<file path="src/rtl/hbd_pkg.sv">
// ----------------------------------------------------------------------------
// hbd_pkg
// Shared types and constants of the Huffman byte decoder: command codes,
// queue entry layout and back-end state encoding.
// ----------------------------------------------------------------------------
package hbd_pkg;

    localparam int unsigned HBD_ALPHABET_SIZE = 256;

    localparam logic [1:0] CMD_LOAD   = 2'd0;
    localparam logic [1:0] CMD_DEC    = 2'd1;
    localparam logic [1:0] CMD_BUILD  = 2'd2;
    localparam logic [1:0] CMD_UNUSED = 2'd3;

    // node ids at or above this value are internal nodes
    localparam logic [8:0] NODE_BASE = 9'd256;

    typedef enum logic [1:0] {
        K_LOAD,
        K_DEC,
        K_BUILD
    } t_kind;

    typedef struct packed {
        t_kind       kind;
        logic [7:0]  idx;
        logic [30:0] value;
        logic [7:0]  data;
        logic        last_byte;
        logic [3:0]  nbits;
    } t_qent;

    typedef enum logic [2:0] {
        B_IDLE,
        B_INIT,
        B_SCAN,
        B_MERGE0,
        B_MERGE1,
        B_DFETCH,
        B_DBIT,
        B_DEND
    } t_bstate;

endpackage

</file>
<file path="src/rtl/hbd_front.sv">
// ----------------------------------------------------------------------------
// hbd_front
// Accepts input items, classifies them and holds them in a two-entry queue.
// ----------------------------------------------------------------------------
module hbd_front #(
    parameter int unsigned ALPHABET_SIZE = hbd_pkg::HBD_ALPHABET_SIZE
) (
    input  logic          i_clk,
    input  logic          i_rst_n,
    input  logic          i_in_valid,
    output logic          o_in_stall,
    input  logic [1:0]    i_cmd,
    input  logic [7:0]    i_freq_index,
    input  logic [30:0]   i_freq_value,
    input  logic [7:0]    i_data_byte,
    input  logic          i_final_byte,
    input  logic [3:0]    i_pad_bits,
    output hbd_pkg::t_qent o_q,
    output logic          o_q_vld,
    input  logic          i_q_pop
);
    import hbd_pkg::*;

    t_qent      r_mem [2];
    logic       r_wp, r_rp;
    logic [1:0] r_cnt;
    logic       keep;
    logic       push;
    t_qent      ent;
    logic [3:0] pad_c;

    always_comb begin
        pad_c         = (i_pad_bits > 4'd8) ? 4'd8 : i_pad_bits;
        ent.kind      = K_LOAD;
        ent.idx       = i_freq_index;
        ent.value     = i_freq_value;
        ent.data      = i_data_byte;
        ent.last_byte = i_final_byte;
        ent.nbits     = i_final_byte ? (4'd8 - pad_c) : 4'd8;
        keep          = 1'b0;
        case (i_cmd)
            CMD_LOAD: begin
                ent.kind = K_LOAD;
                keep     = (9'(i_freq_index) < 9'(ALPHABET_SIZE));
            end
            CMD_DEC: begin
                ent.kind = K_DEC;
                keep     = 1'b1;
            end
            CMD_BUILD: begin
                ent.kind = K_BUILD;
                keep     = 1'b1;
            end
            default: begin
                keep = 1'b0;
            end
        endcase
    end

    assign o_in_stall = (r_cnt == 2'd2);
    assign push       = i_in_valid && !o_in_stall && keep;
    assign o_q        = r_mem[r_rp];
    assign o_q_vld    = (r_cnt != 2'd0);

    always_ff @(posedge i_clk) begin
        if (!i_rst_n) begin
            r_wp  <= 1'b0;
            r_rp  <= 1'b0;
            r_cnt <= 2'd0;
        end else begin
            if (push) begin
                r_wp <= !r_wp;
            end
            if (i_q_pop) begin
                r_rp <= !r_rp;
            end
            r_cnt <= r_cnt + 2'(push) - 2'(i_q_pop);
        end
    end

    always_ff @(posedge i_clk) begin
        if (push) begin
            r_mem[r_wp] <= ent;
        end
    end

endmodule

</file>
<file path="config.mk">
export PLATFORM = sky130hd
export DESIGN_NAME = hbd_front
export DESIGN_NICKNAME = d
export VERILOG_FILES = /design/src/rtl/hbd_pkg.sv /design/src/rtl/hbd_front.sv
export SDC_FILE = /design/constraint.sdc
export NUM_CORES = 1
export LEC_CHECK = 0
export BUFFER_PORTS_ARGS = -buffer_cell sky130_fd_sc_hd__buf_4
export CORE_MARGIN = 1.5
export CORE_UTILIZATION = 35
export DETAILED_ROUTE_END_ITERATION = 10
export PLACE_DENSITY = 0.59
export SLEW_MARGIN = 10
export SYNTH_ARGS = -nofsm -noshare
export SYNTH_HDL_FRONTEND = slang
export SYNTH_SLANG_ARGS = --single-unit
</file>
<file path="constraint.sdc">
create_clock -name i_clk -period 4.2 [get_ports i_clk]
set_clock_uncertainty 0.1 [all_clocks]
set_input_delay 0.21 -clock i_clk [delete_from_list [all_inputs] [get_ports i_clk]]
set_output_delay 0.21 -clock i_clk [all_outputs]
set_load 0.005 [all_outputs]
</file>
* Yosys cells after proc, flatten, opt, wreduce, memory -nomap -nowiden
Memories as Yosys holds them, arrays and structs flattened. A register that Yosys moved wholly into a read port is not among the register bits.
Index checks and enable logic that the tools add are counted.
** Operators by class
- Multiplexer cells :: 8
- Reduce and logical (&&, ||, !) cells :: 8
- Magnitude comparators :: 1
- Add/subtract/negate cells :: 3
- Equal/unequal tests :: 3
** Operator list (number)
- $mux 4 :: 2
- $mux 1 :: 5
- $eq 2x2->1 const B :: 2
- $gt 4x4->1 const B :: 1
- $pmux 2 s2 :: 1
- $sub 4x4->4 const A :: 1
- $logic_not 1->1 :: 3
- $reduce_or 3->1 :: 1
- $add 2x1->2 :: 1
- $eq 2x1->1 const B :: 1
- $logic_and 1x1->1 :: 2
- $logic_not 2->1 :: 1
- $reduce_bool 2->1 :: 1
- $sub 2x1->2 :: 1
** Word-level totals
- Output and inout bits :: 56
- Logic and storage cells :: 27
- Memories :: 1
- Bits in writable memories :: 108
- Input port bits :: 58
- Flip-flop bits (word level) :: 4
** Memory list
- r_mem :: words 2, bits a word 54, read ports 1, clocked after memory_dff 1, wr ports 1, RTL line hbd_front.sv:24 : t_qent r_mem [2];

* Depth between registers and ports, before layout
Gate-level depths: netlist of the first run.
- Depth after elaboration :: 6
- Gate-level depth with buffers :: 8
- Mapped depth without buffers :: 8

* Worst setup path after synthesis of the first run
Ideal clock, no wire load.
- Path kind :: flip-flop to flip-flop
- Start point :: register r_cnt[1]
- End point :: memory r_mem[0][0] (netlist bit) (enable)
- Arrival time :: 2.905 ns
- Data required time :: 3.634 ns
- Library setup time :: 0.466 ns
- Stages on the path, launching flop included :: 4
- Clock period less this slack :: 3.471 ns
- Buffers on the path :: 0
- Path slack :: 0.729 ns
- Cells stage by stage :: dfxtp_1 -> nor2b_2 -> nand3b_4 -> nor2_1
** On the way
- Word-level cells in the longest chain between the ends :: 6
** RTL lines
- from (decl) :: RTL line hbd_front.sv:26 : logic [1:0] r_cnt;
- from (signal assigned) :: RTL line hbd_front.sv:77 : r_cnt <= r_cnt + 2'(push) - 2'(i_q_pop);
- $eq 2x2->1 :: RTL line hbd_front.sv:60 : assign o_in_stall = (r_cnt == 2'd2);
- via o_in_stall :: RTL line hbd_front.sv:11 : output logic o_in_stall,
- $logic_not 1->1 :: RTL line hbd_front.sv:61 : assign push = i_in_valid && !o_in_stall && keep;
- $logic_and 1x1->1 (2 in series) :: RTL line hbd_front.sv:61
- $mux 1 :: RTL line hbd_front.sv:82 : if (push) begin
- $mux 1 (not written as such) :: RTL line hbd_front.sv:83 : r_mem[r_wp] <= ent;
- to (decl) :: RTL line hbd_front.sv:24
The timed path passes the listed nets, and every way through them passes these cells.

==> results of run 1 <==
[metrics by stage]
| stage | worst slack [ns] | std cells | cell area [sq um] |
|---|---|---|---|
| after floorplan | 0.729 | 205 | 4480 |
| after global placement | 2.00 | 487 | 5470 |
| after detailed placement | 1.97 | 487 | 5470 |
| after CTS | 1.82 | 567 | 6540 |
| after global routing | 1.77 | 567 | 6540 |
| final | 1.90 | 567 | 6540 |
[final cells by class]
cell class	count	area [sq um]	share of cell area, %
flip-flops and latches	113	3350	51.2
repair buffers	165	1360	20.8
multi-input cells	83	1030	15.7
clock buffers	19	433	6.62
well taps	172	215	3.29
clock inverters	12	143	2.18
inverters	3	11.3	0.172
[worst max-delay path by stage]
stage / endpoint / cells after the start
finish: o_q[1] / 2
CTS: o_q[53] / 2
floorplan: r_mem[0][0] / 3
global placement: r_mem[1][12] / 4
global route: o_q[53] / 2
detailed placement: r_mem[1][12] / 4
[repair_timing]
| action | CTS | global route |
|---|---|---|
| endpoints found under the hold margin | 100 | 0 |
| hold buffers | 49 | 0 |
| endpoints found under the setup margin | 0 | 0 |
[routing by layer]
| metal | up-vias | wire length (um) | global-route usage [%] | part of all wire (%) |
|---|---|---|---|---|
| li1 | 1148 | - | - | - |
| met4 | 0 | 56 | 4.63 | 0.70 |
| met3 | 5 | 347 | 3.94 | 4.3 |
| met1 | 1174 | 3580 | 15.1 | 45 |
| met5 | - | 0 | 0 | 0 |
| met2 | 72 | 4000 | 20.7 | 50 |
[sequential cells by signal, indices dropped and copies added, names as in the netlist, named ones only]
name	cells
r_mem	108
r_wp	1
r_cnt	2
r_rp	1
[logic make-up (layout without fill, tap and decap cells)]
kind of cell / Yosys count / in the layout / synth area share [%]
compound gates: 1 / 1 / 0.196
xor+xnor: 4 / 4 / 0.783
mux: 55 / 55 / 18.0
buf+inv: 9 / 199 / 2.74
fa+ha+maj: 3 / 3 / 0.839
simple gates: 20 / 20 / 2.77
flops: 113 / 113 / 74.7
[placed cells by master, fill, tap and decap left out, types with 3 or more instances in the layout]
| cell type | n |
|---|---|
| buf_4 | 116 |
| edfxtp_1 | 108 |
| mux2_4 | 50 |
| dlygate4sd3_1 | 49 |
| clkbuf_16 | 17 |
| and2_1 | 5 |
| mux2_2 | 4 |
| clkinvlp_4 | 4 |
| dfxtp_1 | 4 |
| nand2b_1 | 3 |
| inv_1 | 3 |
| xnor2_1 | 3 |
| nand2_1 | 3 |
| ha_1 | 3 |
| bufinv_16 | 3 |
| clkinv_2 | 3 |
[cell usage after synthesis, types with 2 or more instances]
library cell	count	share of area (%)
nor2b_1	2	0.28
inv_1	3	0.25
dfxtp_1	5	2.2
mux2_2	4	1.0
mux2_4	50	17
ha_1	3	0.84
nand2b_1	3	0.42
xnor2_1	3	0.59
edfxtp_1	108	72
and2_1	5	0.70
nand2_1	3	0.25
nor2_1	4	0.34
buf_12	5	2.2
[power groups by stage]
stage                     clock [W]  sequential, W  combinational [W]
after floorplan                   0        0.00142           0.000270
after global placement            0        0.00145           0.000452
after detailed placement          0        0.00145           0.000457
after CTS                   0.00141        0.00143           0.000495
after global routing        0.00147        0.00144           0.000527
final                       0.00138        0.00143           0.000486
[worst reg2reg max path: stages, from the launching register on]
cell and delay (ns):
dfxtp_1 0.32, nor2b_2 0.16, nand3b_4 0.20, nor2_4 0.74
buf_4 0.37
==> summary.md, run 1 <==
| Metric | Value |
|---|---|
| Status | `finished clean` |
| Fin. Hold Viols | `0` |
| Number of port buffers | `113` |
| Drt first pass iters | `4` |
| Gr usage total | `12.4%` |
| Initial core utilization | `35.6%` |
| Synth async-reset ratio | `0%` |
| DRC | `0` |
| Library cells used by synthesis | `20` |
| Die width | `116 um` |
| Peak Freq | `0.434 GHz` |
| CTS tree | `yes` |
| Clk Latency, worst-skew pair | `0.39 ns` |
| Initial antenna violation count | `0` |
| Worst-Margin Slew | `1.03 ns` |
| Worst path top cell family by delay | `flip-flops` |
| Global-route wire length before repair | `12.2 mm` |
| Top-level port count | `114` |
| Part of the power in registers | `43.4%` |
| Number of synthesized flops with an enable pin | `108` |
| Sum Neg Setup Slack | `0 ns` |
| Max-cap viol count | `0` |
| Die height | `116 um` |
| Main synth FF type | `edfxtp_1` |
| Final Wtd Congestion | `0.712` |
| Post-CTS Repair Setup Buffers | `0` |
| Total clock sinks | `113` |
| Sw Ratio | `21.1%` |
| Pin count of the biggest net entering global routing | `55` |
| Static Leak | `2.58 nW` |
| RSZ-0062 raised after global routing | `false` |
| Worst Path Required | `3.89 ns` |
| Worst-path clk slew | `0.05 ns` |
| # rows | `41` |
| Mapped Area | `4480 sq um` |
| Crit path arrival time | `1.99 ns` |
| Slowest cell on crit path | `dfxtp_4` |
| Post-cts repair resize count | `0` |
| Routed length per placed instance | `14.1 um` |
| Hold Path Origin | `i_cmd[0]` |
| Critical Path End Type | `output pin` |
| Min-Delay Endpoint | `r_mem[1][53]` |
| WS Path Type | `flip-flop to output pin` |
| Int Pwr | `0.00260 W` |
| Max clock buf depth | `2` |
| YS warnings | `0` |
| Total Power | `0.00329 W` |
| FF+latch count, synth | `113` |
| Pins over their slew limit | `0` |
| Sequential share of the synthesized area | `74.7%` |
| Buf/Inv on CP | `1` |
| Syn avg cell area | `21.8 sq um` |
| Final Critical Period | `2.30 ns` |
| Hold WC Path Type | `primary input to flip-flop` |
| Critical path's largest stage delay | `1.03 ns` |
| Starting DRT DRC Count | `104` |
| Worst reg2reg startpoint | `r_cnt[1]` |
| Cells along the critical path | `mux2_2 -> buf_4` |
| FF-to-FF End | `r_mem[1][26]` |
| Die ar. | `13500 sq um` |
| Crit share post-route | `54.8%` |
| Post-Synthesis Cells | `205` |
| R2R Setup Slk | `2.00 ns` |
| CTS Root Cell | `clkbuf_16` |
| Hold path cells | `2` |
| Total CTS buffers | `17` |
| Switch Pwr | `0.000695 W` |
| Depth of the CTS H-tree | `4` |
| Mapped Nets | `266` |
| Startpoint Class | `flip-flop` |
| Fin Hold WS | `0.0322 ns` |
| CP max FO | `54` |
| Power density cells | `504 nW/um^2` |
| Final setup fails | `0` |
| Fillers | `1055` |
| Clk network pwr share | `41.9%` |
| Via-per-instance ratio | `4.23` |
| Vias in the first global route | `2446` |
| WL final | `7.98 mm` |
| Post-route ant nets | `0` |
| Grt ovf | `0` |
| DPL Wire Length | `4.92 mm` |
| R2R depth | `4` |
| Nets | `444` |
| Synth-to-layout area growth | `46.0%` |
| Maximum VDD drop | `259 uV` |
| Inserted Diodes | `0` |
| Vias | `2399` |
| Fraction of layout cells with a size suffix above 1 | `51.4%` |
| Final core utilization | `52.0%` |
| Combinational cell fraction of total power | `14.7%` |
| Slew HR | `31.6%` |
| Core area | `12600 sq um` |
No activity file was read; power rests on OpenSTA's default activity.
==> run 2, diff against run 1 <==
ABC_AREA = 1   (was not set)
clock period = 2.2 ns   (was 4.2 ns; I/O delays follow)
==> run 2 against run 1 <==
Compared with the run above: synthesized cell count up 10%; first-iteration DRC count up 9.6%; design area up 0.29%; hold slack worse by 0.0049 ns; critical endpoint is now r_cnt[1]; largest cell class unchanged; largest power group unchanged; highest routed layer unchanged.
==> summary.md, run 2 <==
| Metric | Value |
|---|---|
| Status | `finished clean` |
| Sequential share of the synthesized area | `74.6%` |
| Sw Ratio | `20.8%` |
| FF/Latch Area | `3350 sq um` |
| Top flop regs | `r_mem (108), r_cnt (2)` |
| DRC | `0` |
| Hold WC Path Type | `primary input to flip-flop` |
| Pin count of the biggest net entering global routing | `32` |
| Syn avg cell area | `19.8 sq um` |
| Clk Latency, worst-skew pair | `0.39 ns` |
| Initial core utilization | `35.7%` |
| Pins over their slew limit | `0` |
| Crit path from | `r_cnt[1]` |
| Die ar. | `13500 sq um` |
| Starting DRT DRC Count | `114` |
| Power density cells | `867 nW/um^2` |
| FF+latch count, synth | `113` |
| Most frequent cells in the layout | `buf_4 (118), edfxtp_1 (108), dlygate4sd3_1 (54), mux2_4 (50)` |
| Final Wtd Congestion | `0.764` |
| Crit share post-route | `85.6%` |
| Depth of the CTS H-tree | `4` |
| Combinational cell fraction of total power | `13.1%` |
| Hold Path Origin | `i_pad_bits[0]` |
| Crit path arrival time | `2.07 ns` |
| Worst reg2reg startpoint | `r_cnt[1]` |
| DPL Wire Length | `5.13 mm` |
| Max clock buf depth | `2` |
| Global-route wire length before repair | `12.1 mm` |
| Layout Cells excl Fill | `595` |
| CTS tree | `yes` |
| Post-CTS Repair Setup Buffers | `0` |
| Inserted Diodes | `0` |
| Count leader, synth | `edfxtp_1` |
| Drt first pass iters | `4` |
| CTS Root Cell | `clkbuf_16` |
| Final core utilization | `52.2%` |
| Fillers | `1049` |
| Grt ovf | `0` |
| Post-route ant nets | `0` |
| Fraction of layout cells with a size suffix above 1 | `47.5%` |
| RSZ-0062 raised after global routing | `false` |
| Number of synthesized flops with an enable pin | `108` |
| Synth-to-layout area growth | `46.2%` |
| Initial antenna violation count | `0` |
| Worst Path Required | `2.39 ns` |
| Synth top area share | `72.3%` |
| YS warnings | `0` |
| Die width | `116 um` |
| Peak Freq | `0.531 GHz` |
| Number of port buffers | `113` |
| Maximum VDD drop | `441 uV` |
| Total clock sinks | `113` |
| Library cells used by synthesis | `14` |
| Largest Register | `r_mem` |
| Leading cell type in the layout, fill and taps excluded | `buf_4` |
| Placed insts | `511` |
| Via-per-instance ratio | `4.21` |
| Fin. Hold Viols | `0` |
| Startpoint Class | `flip-flop` |
| Worst-Margin Slew | `0.438 ns` |
| Core area | `12600 sq um` |
| Max-cap viol count | `0` |
| Mapped Nets | `287` |
| Clk network pwr share | `41.4%` |
| Routed length per placed instance | `13.5 um` |
| Synth async-reset ratio | `0%` |
| Vias in the first global route | `2545` |
| Final Critical Period | `1.88 ns` |
| Largest register FFs | `108` |
| WL final | `8.05 mm` |
| Switch Pwr | `0.00118 W` |
| Die height | `116 um` |
| Synth top area cells | `edfxtp_1 (72%), mux2_4 (17%), buf_12 (2.2%)` |
| Main synth FF type | `edfxtp_1` |
| # rows | `41` |
| Slew HR | `70.8%` |
| Final setup fails | `0` |
| Post-Synthesis Cells | `226` |
| Worst-path clk slew | `0.05 ns` |
| Int Pwr | `0.00450 W` |
| Multi-input logic area | `985 sq um` |
| WS Path Type | `flip-flop to flip-flop` |
| Nets | `473` |
| Total CTS buffers | `17` |
| CP max FO | `4` |
| Static Leak | `2.67 nW` |
| Top-level port count | `114` |
| Commonest cells post-synth | `edfxtp_1 (108), mux2_4 (50), nand2_1 (17)` |
| Part of the power in registers | `45.5%` |
| Sum Neg Setup Slack | `0 ns` |
| Mapped Area | `4480 sq um` |
| Gr usage total | `12.3%` |
| Critical Path End Type | `flip-flop` |
| Synth area leader | `edfxtp_1` |
| Vias | `2504` |
-- run 2: cell count changes after synthesis, moves of 3 or more --
| cell | previous run | this run |
|---|---|---|
| inv_1 | 3 | 14 |
| xnor2_1 | 3 | 0 |
| nand2b_1 | 3 | 0 |
| nand2_1 | 3 | 17 |
| and2_1 | 5 | 0 |
| nor2_1 | 4 | 13 |
-- run 2: cell families after synthesis --
family                   after synthesis  share of synthesized area [%]
AND/OR/NAND/NOR                       32                           2.76
multiplexers                          54                           17.7
buffers and inverters                 20                           3.66
AO/OA/AOI/OAI                          4                          0.446
adder cells (fa/ha/maj)                3                          0.837
flip-flops                           113                           74.6
-- run 2: per-layer routing --
metal  part of all wire (%)  GRT usage, %
met5                      0             0
met4                    1.7          6.10
met3                    5.3          4.05
met2                     49          20.0
met1                     44          14.7
-- run 2: power groups by stage --
stage	clock [W]	combinational [W]	sequential (W)
6_report	0.00235	0.000744	0.00258
5_1_grt	0.00252	0.000809	0.00259
4_1_cts	0.00241	0.000759	0.00258
3_5_place_dp	0	0.000680	0.00262
3_3_place_gp	0	0.000665	0.00262
2_1_floorplan	0	0.000366	0.00261
-- run 2: final timing paths --
check | to | slack, ns | cells past startpoint
min reg2reg | r_rp | 0.40 | 2
max reg2reg | r_cnt[1] | 0.32 | 11
min | r_mem[1][0] | 0.03 | 3
max | r_cnt[1] | 0.32 | 11
-- run 2: timing repair --
item                                   in CTS  in global routing
endpoints found under the hold margin     111                  0
gates resized for setup                     0                  0
hold buffers                               54                  0
-- run 2: area by class of cell --
type | instances | share of cell area [%]
flip-flops and latches | 113 | 51.1
repair buffers | 173 | 22.1
multi-input cells | 93 | 15.0
clock buffers | 21 | 6.72
well taps | 172 | 3.28
clock inverters | 9 | 1.05
inverters | 14 | 0.802
-- run 2: through the flow --
step	worst slack (ns)	hold slack (ns)	power, W	area, sq um
after detailed placement	0.372	0.197	0.00330	5510
after global placement	0.552	0.196	0.00328	5510
final	0.317	0.0274	0.00568	6560
after global routing	0.251	0.0341	0.00592	6560
after CTS	0.278	0.0140	0.00575	6560
after floorplan	0.103	0.103	0.00297	4490
-- run 2: worst max-delay path, cell delays in order, from the launching register on --
cell and delay (ns):
dfxtp_1 0.31, inv_1 0.12, nor2_1 0.08, nor2_1 0.16, inv_1 0.11, ha_1 0.29
inv_1 0.04, ha_1 0.19, inv_1 0.06, nand2_1 0.06, a21oi_1 0.18, nor2_1 0.06
